===== config.mk =====
export PLATFORM = sky130hd
export DESIGN_NAME = sbpr_front
export DESIGN_NICKNAME = d
export VERILOG_FILES = /design/src/rtl/sbpr_pkg.sv /design/src/rtl/sbpr_front.sv
export SDC_FILE = /design/constraint.sdc
export NUM_CORES = 1
export LEC_CHECK = 0
export BUFFER_PORTS_ARGS = -buffer_cell sky130_fd_sc_hd__buf_2
export CORE_UTILIZATION = 46
export DETAILED_ROUTE_END_ITERATION = 7
export GPL_TIMING_DRIVEN = 0
export PLACE_DENSITY = 0.71
export SETUP_SLACK_MARGIN = 0.05
export SLEW_MARGIN = 20
export SYNTH_ARGS = -nofsm -noshare
export SYNTH_HDL_FRONTEND = slang
export SYNTH_SLANG_ARGS = --single-unit

===== constraint.sdc =====
create_clock -name clock -period 3.15 [get_ports clock]
set_input_delay 0.4725 -clock clock [delete_from_list [all_inputs] [get_ports clock]]
set_output_delay 0.4725 -clock clock [all_outputs]
set_load 0.03 [all_outputs]

===== src/rtl/sbpr_pkg.sv =====
// shared constants, item types and command codes of the serial bridge
package sbpr_pkg;

   // ring and packet geometry
   localparam int TX_DEPTH_LOG2 = 11;
   localparam int RX_DEPTH_LOG2 = 9;
   localparam int PACKET_BYTES  = 64;
   localparam int PKT_CNT_W     = $clog2(PACKET_BYTES + 1);

   // command queue between front and back
   localparam int CMDQ_DEPTH = 2;
   localparam int CMDQ_PTR_W = $clog2(CMDQ_DEPTH);
   localparam int CMDQ_CNT_W = $clog2(CMDQ_DEPTH + 1);

   // result field widths fixed by the interface
   localparam int AVAIL_W = 9;
   localparam int BAUD_W  = 32;

   // action codes on the request channel
   localparam logic [2:0] ACT_APP_WRITE  = 3'd0;
   localparam logic [2:0] ACT_APP_READ   = 3'd1;
   localparam logic [2:0] ACT_HOST_OUT   = 3'd2;
   localparam logic [2:0] ACT_IN_TAKEN   = 3'd3;
   localparam logic [2:0] ACT_CONFIGURE  = 3'd4;
   localparam logic [2:0] ACT_BUS_RESET  = 3'd5;
   localparam logic [2:0] ACT_LINE_STATE = 3'd6;
   localparam logic [2:0] ACT_SET_BAUD   = 3'd7;

   // line coding values
   localparam logic [BAUD_W-1:0] BAUD_TOUCH   = 32'd1200;
   localparam logic [BAUD_W-1:0] BAUD_DEFAULT = 32'd115200;

   // result kinds
   localparam logic KIND_STATUS = 1'b0;
   localparam logic KIND_PACKET = 1'b1;

   // one-hot class of a command
   typedef struct packed {
      logic app_write;
      logic app_read;
      logic host_out;
      logic in_taken;
      logic configure;
      logic bus_reset;
      logic line_state;
      logic set_baud;
   } op_type;

   // classified command passed from front to back
   typedef struct packed {
      op_type             op;
      logic [7:0]         data_byte;
      logic               burst_end;
      logic               dtr_bit;
      logic [BAUD_W-1:0]  new_baud;
   } cmd_type;

   // one result item
   typedef struct packed {
      logic               kind;
      logic [7:0]         out_byte;
      logic               read_valid;
      logic               write_accepted;
      logic               run_last;
      logic               rearm_out;
      logic               reboot_request;
      logic               connected;
      logic [AVAIL_W-1:0] rx_available;
      logic [BAUD_W-1:0]  baud_rate;
   } rsp_type;

endpackage


===== src/rtl/sbpr_front.sv =====
// request intake: classifies each item and queues it for the back end
module sbpr_front (
   input  logic                  clock,
   input  logic                  reset,
   input  logic                  req_push,
   output logic                  req_full,
   input  logic [2:0]            req_action,
   input  logic [7:0]            req_data_byte,
   input  logic                  req_burst_end,
   input  logic                  req_dtr_bit,
   input  logic [31:0]           req_new_baud,
   output sbpr_pkg::cmd_type     cmd,
   output logic                  cmd_valid,
   input  logic                  cmd_pop
);

   sbpr_pkg::cmd_type                  cmdq_ff [sbpr_pkg::CMDQ_DEPTH];
   sbpr_pkg::cmd_type                  cmd_new;
   logic [sbpr_pkg::CMDQ_PTR_W-1:0]    head_ff, head_in;
   logic [sbpr_pkg::CMDQ_PTR_W-1:0]    tail_ff, tail_in;
   logic [sbpr_pkg::CMDQ_CNT_W-1:0]    count_ff, count_in;
   logic                               push_ok;
   logic                               pop_ok;

   // classify the action into a one-hot command
   always_comb begin
      cmd_new           = '0;
      cmd_new.data_byte = req_data_byte;
      cmd_new.burst_end = req_burst_end;
      cmd_new.dtr_bit   = req_dtr_bit;
      cmd_new.new_baud  = req_new_baud;
      unique case (req_action)
         sbpr_pkg::ACT_APP_WRITE:  cmd_new.op.app_write  = 1'b1;
         sbpr_pkg::ACT_APP_READ:   cmd_new.op.app_read   = 1'b1;
         sbpr_pkg::ACT_HOST_OUT:   cmd_new.op.host_out   = 1'b1;
         sbpr_pkg::ACT_IN_TAKEN:   cmd_new.op.in_taken   = 1'b1;
         sbpr_pkg::ACT_CONFIGURE:  cmd_new.op.configure  = 1'b1;
         sbpr_pkg::ACT_BUS_RESET:  cmd_new.op.bus_reset  = 1'b1;
         sbpr_pkg::ACT_LINE_STATE: cmd_new.op.line_state = 1'b1;
         sbpr_pkg::ACT_SET_BAUD:   cmd_new.op.set_baud   = 1'b1;
         default:                  cmd_new.op.set_baud   = 1'b1;
      endcase
   end

   // queue handshake
   assign req_full  = (count_ff == sbpr_pkg::CMDQ_CNT_W'(sbpr_pkg::CMDQ_DEPTH));
   assign cmd_valid = (count_ff != '0);
   assign push_ok   = req_push && !req_full;
   assign pop_ok    = cmd_pop && cmd_valid;
   assign cmd       = cmdq_ff[head_ff];

   // queue pointers
   always_comb begin
      head_in  = pop_ok  ? head_ff + 1'b1 : head_ff;
      tail_in  = push_ok ? tail_ff + 1'b1 : tail_ff;
      count_in = count_ff;
      if (push_ok && !pop_ok) begin
         count_in = count_ff + 1'b1;
      end else if (pop_ok && !push_ok) begin
         count_in = count_ff - 1'b1;
      end
   end

   always_ff @(posedge clock) begin
      if (reset) begin
         head_ff  <= '0;
         tail_ff  <= '0;
         count_ff <= '0;
      end else begin
         head_ff  <= head_in;
         tail_ff  <= tail_in;
         count_ff <= count_in;
      end
   end

   // queue storage
   always_ff @(posedge clock) begin
      if (push_ok) begin
         cmdq_ff[tail_ff] <= cmd_new;
      end
   end

   // a queued command carries exactly one class
   a_cmd_onehot: assert property (@(posedge clock) disable iff (reset)
      cmd_valid |-> $onehot(cmd.op))
      else $error("queued command has no single class");

   // fill level never passes the queue depth
   a_cmdq_bound: assert property (@(posedge clock) disable iff (reset)
      count_ff <= sbpr_pkg::CMDQ_CNT_W'(sbpr_pkg::CMDQ_DEPTH))
      else $error("command queue overfilled");

endmodule


==> results.md <==
* Initial core utilization at a little under half
* Sequential share of the synthesized area at about four fifths
* Die height at about 94 µm
* Final wirelength at 6230 µm
* Yosys warning total at 0
* Highest metal layer with signal wires: met4
* Setup Viol. Count Final at 0
* Layout Skew at 0.00767 ns
* # hold bufs at CTS at 0
* Hold Crit Start: req_new_baud[15]
* Power Density at between 800 and 900 nW/µm²
* Max Slew Vio Count at 0
* Vias at 2,010
* Vias in the first global route at 1,978
* Htree depth at 3
* Cells after Synth at between 150 and 200
* Origin of the critical flop-to-flop path: count_ff[0]
* Number of port buffers at 100
* Layout cell share with drive strength beyond 1 at 55.2%
* Postcts setup bufs at 0
* Syn Std Cell Area at slightly below 4000 µm²
* Req. time, crit path at 2.68 ns
* Worst Setup EP: cmd[9]
* Crit path arrival time at 1.72 ns
* Worst r2r dst: cmdq_ff[0][42]
* Post-CTS sizing at 0
* Longest Clk Path Bufs at 2
* Leakage at 1.76 nW
* WL met3 at 363 µm
* 1st-iter DRT viols at 50
* Initial antenna violation count at 0
* Tmin final at roughly 2.2 ns
* Cell row count at 33
* Die Width at 93.8 µm
* Fmax at 457 MHz
* Crit start category: flop
* Status: finished clean
* Via-per-instance ratio at 4.89
* Root Driver: clkbuf_8
* Antenna diode count at 0
* Yosys reg bits at 105
* Gr usage total at 14.7%
* Drt pass-1 iters at 3
* VDD IR max at 0.411 mV
* WL met1 at about 2500 µm
* Sink Count at 105
* Worst-margin pin slew at 0.704 ns
* Min-Delay Path Class: input pin to flop
* Die Footprint at 8790 µm²
* CTS tree: yes
* Largest net degree at the start of global routing at 51
* Worst setup EP type: output port
* Clock slew at the register clock pins of the worst setup and hold paths at about 0.10 ns
* Max cap viols at 0
* Area grow syn2layout at 21.1%
* CP Class: flop to output port
* Flop-to-flop setup slack at 1.28 ns
* Core area at slightly above 8000 µm²
* First-pass GRT wire length at 9360 µm
* # DRC at 0
* GP Congestion at 0.656
* Hold Path Depth at 1
* Syn_area_per_cell at approximately 20 µm²
* Post-synth net total at 240
* DPL Wire Length at 4110 µm
* Layout Nets at 352
* Final Util at between 50% and 60%
* Slew Limit Headroom at 53.0%
* Number of fillers in the final layout at 683
* Clk_lat worst skew at between 0.3 and 0.4 ns
* Fin crit share at 69.5%
* R2R depth at 4
* Routed WL per cell at 15.2 µm
* Crit-path max FO at 10
* RSZ-0062 raised after global routing: no
* Top-level I/O count at around 100
* GRT overflow at 0
* Multi-input gate area at 737 µm²
* Synth cell types at 21
* Total CTS buffers at 9
* Met2 wire length at 3280 µm
* Final ANT Viol Nets at 0
* Setup TNS at 0 ns
* Register area at 3100 µm²
* Final hold violations at 0
area by class of cell:
type / count / share of cell area [%]
inverter: 2 / 0.160
clock inverter: 4 / 0.667
buffer: 6 / 0.613
tap: 105 / 2.80
multi-input combinational: 77 / 15.7
timing repair buffer: 101 / 11.1
clock buffer: 11 / 2.80
sequential: 105 / 66.2
worst max-delay path: stages (launching register included):
cell      delay, ns
dfxtp_1        0.31
clkbuf_1       0.20
buf_2          0.30
mux2_2         0.38
buf_2          0.18
per-stage QoR:
| step | hold slack, ns | setup slack, ns | std cells | total power, mW | cell area (µm²) |
|---|---|---|---|---|---|
| after global routing | 0.274 | 0.827 | 411 | 3.99 | 4690 |
| after CTS | 0.283 | 0.890 | 411 | 3.86 | 4690 |
| final | 0.306 | 0.960 | 411 | 3.80 | 4690 |
| after detailed placement | 0.500 | 1.12 | 396 | 3.15 | 4530 |
| after global placement | 0.471 | 0.158 | 395 | 3.12 | 4510 |
| after floorplan | 0.452 | 0.864 | 190 | 2.79 | 3870 |
metal layers:
layer  vias up  GRT usage, %
li1        960             -
met1       975          16.4
met2        63          25.7
met3        12          4.21
met4         0          7.05
met5         -             0
report_power, final:
| group | internal, mW | leakage (nW) | switching [mW] | total, mW |
|---|---|---|---|---|
| logic | 0.454 | 0.710 | 0.842 | 1.30 |
| clock network | 0.285 | 0.0716 | 0.416 | 0.701 |
| registers | 1.75 | 0.980 | 0.0490 | 1.80 |
sequential cells by signal, indices dropped and copies added, names as in the netlist, named ones only:
| register | count |
|---|---|
| head_ff | 1 |
| cmdq_ff | 100 |
| count_ff | 2 |
| tail_ff | 1 |
worst min path at each step:
stage / endpoint
floorplan: tail_ff
global placement: tail_ff
detailed placement: tail_ff
CTS: cmdq_ff[0][31]
global route: cmdq_ff[1][15]
finish: cmdq_ff[1][15]
kinds of logic (layout without fill, tap and decap cells):
family	after synthesis	after routing	share of synthesized area (%)
and+or+nand+nor	18	18	2.78
buffers and inverters	8	124	0.937
DFF	105	105	80.1
muxes	50	50	14.5
adders and majority gates	1	1	0.323
xor gates and xnor gates	3	3	0.678
AOI/OAI and AO/OA	5	5	0.646
Yosys cell counts:
cell | count | area share, %
mux2_1 | 4 | 1.2
a21oi_1 | 2 | 0.26
nand2_1 | 1 | 0.097
xor2_1 | 3 | 0.68
or2_2 | 1 | 0.16
nor3b_1 | 3 | 0.58
or3_1 | 2 | 0.32
and3_1 | 1 | 0.16
mux2_2 | 46 | 13
o21ai_0 | 3 | 0.39
and2_1 | 1 | 0.16
ha_1 | 1 | 0.32
nor3_1 | 1 | 0.13
nor2b_2 | 1 | 0.23
nor2_1 | 5 | 0.48
and3b_1 | 2 | 0.45
clkbuf_1 | 1 | 0.097
inv_1 | 2 | 0.19
edfxtp_1 | 100 | 78
dfxtp_1 | 5 | 2.6
buf_2 | 5 | 0.65
placed cells by master, fill, tap and decap left out, drive strengths merged:
cell and count:
o21ai 3, ha 1, buf 106, mux2 50, inv 2, a21oi 2, clkinv 1, nor2 5
nand2 1, clkbuf 12, or2 1, and2 1, or3 2, and3b 2, dfxtp 5, clkinvlp 3
xor2 3, and3 1, edfxtp 100, nor3b 3, nor3 1, nor2b 1
Note: power is estimated with default switching activity, not from simulation.
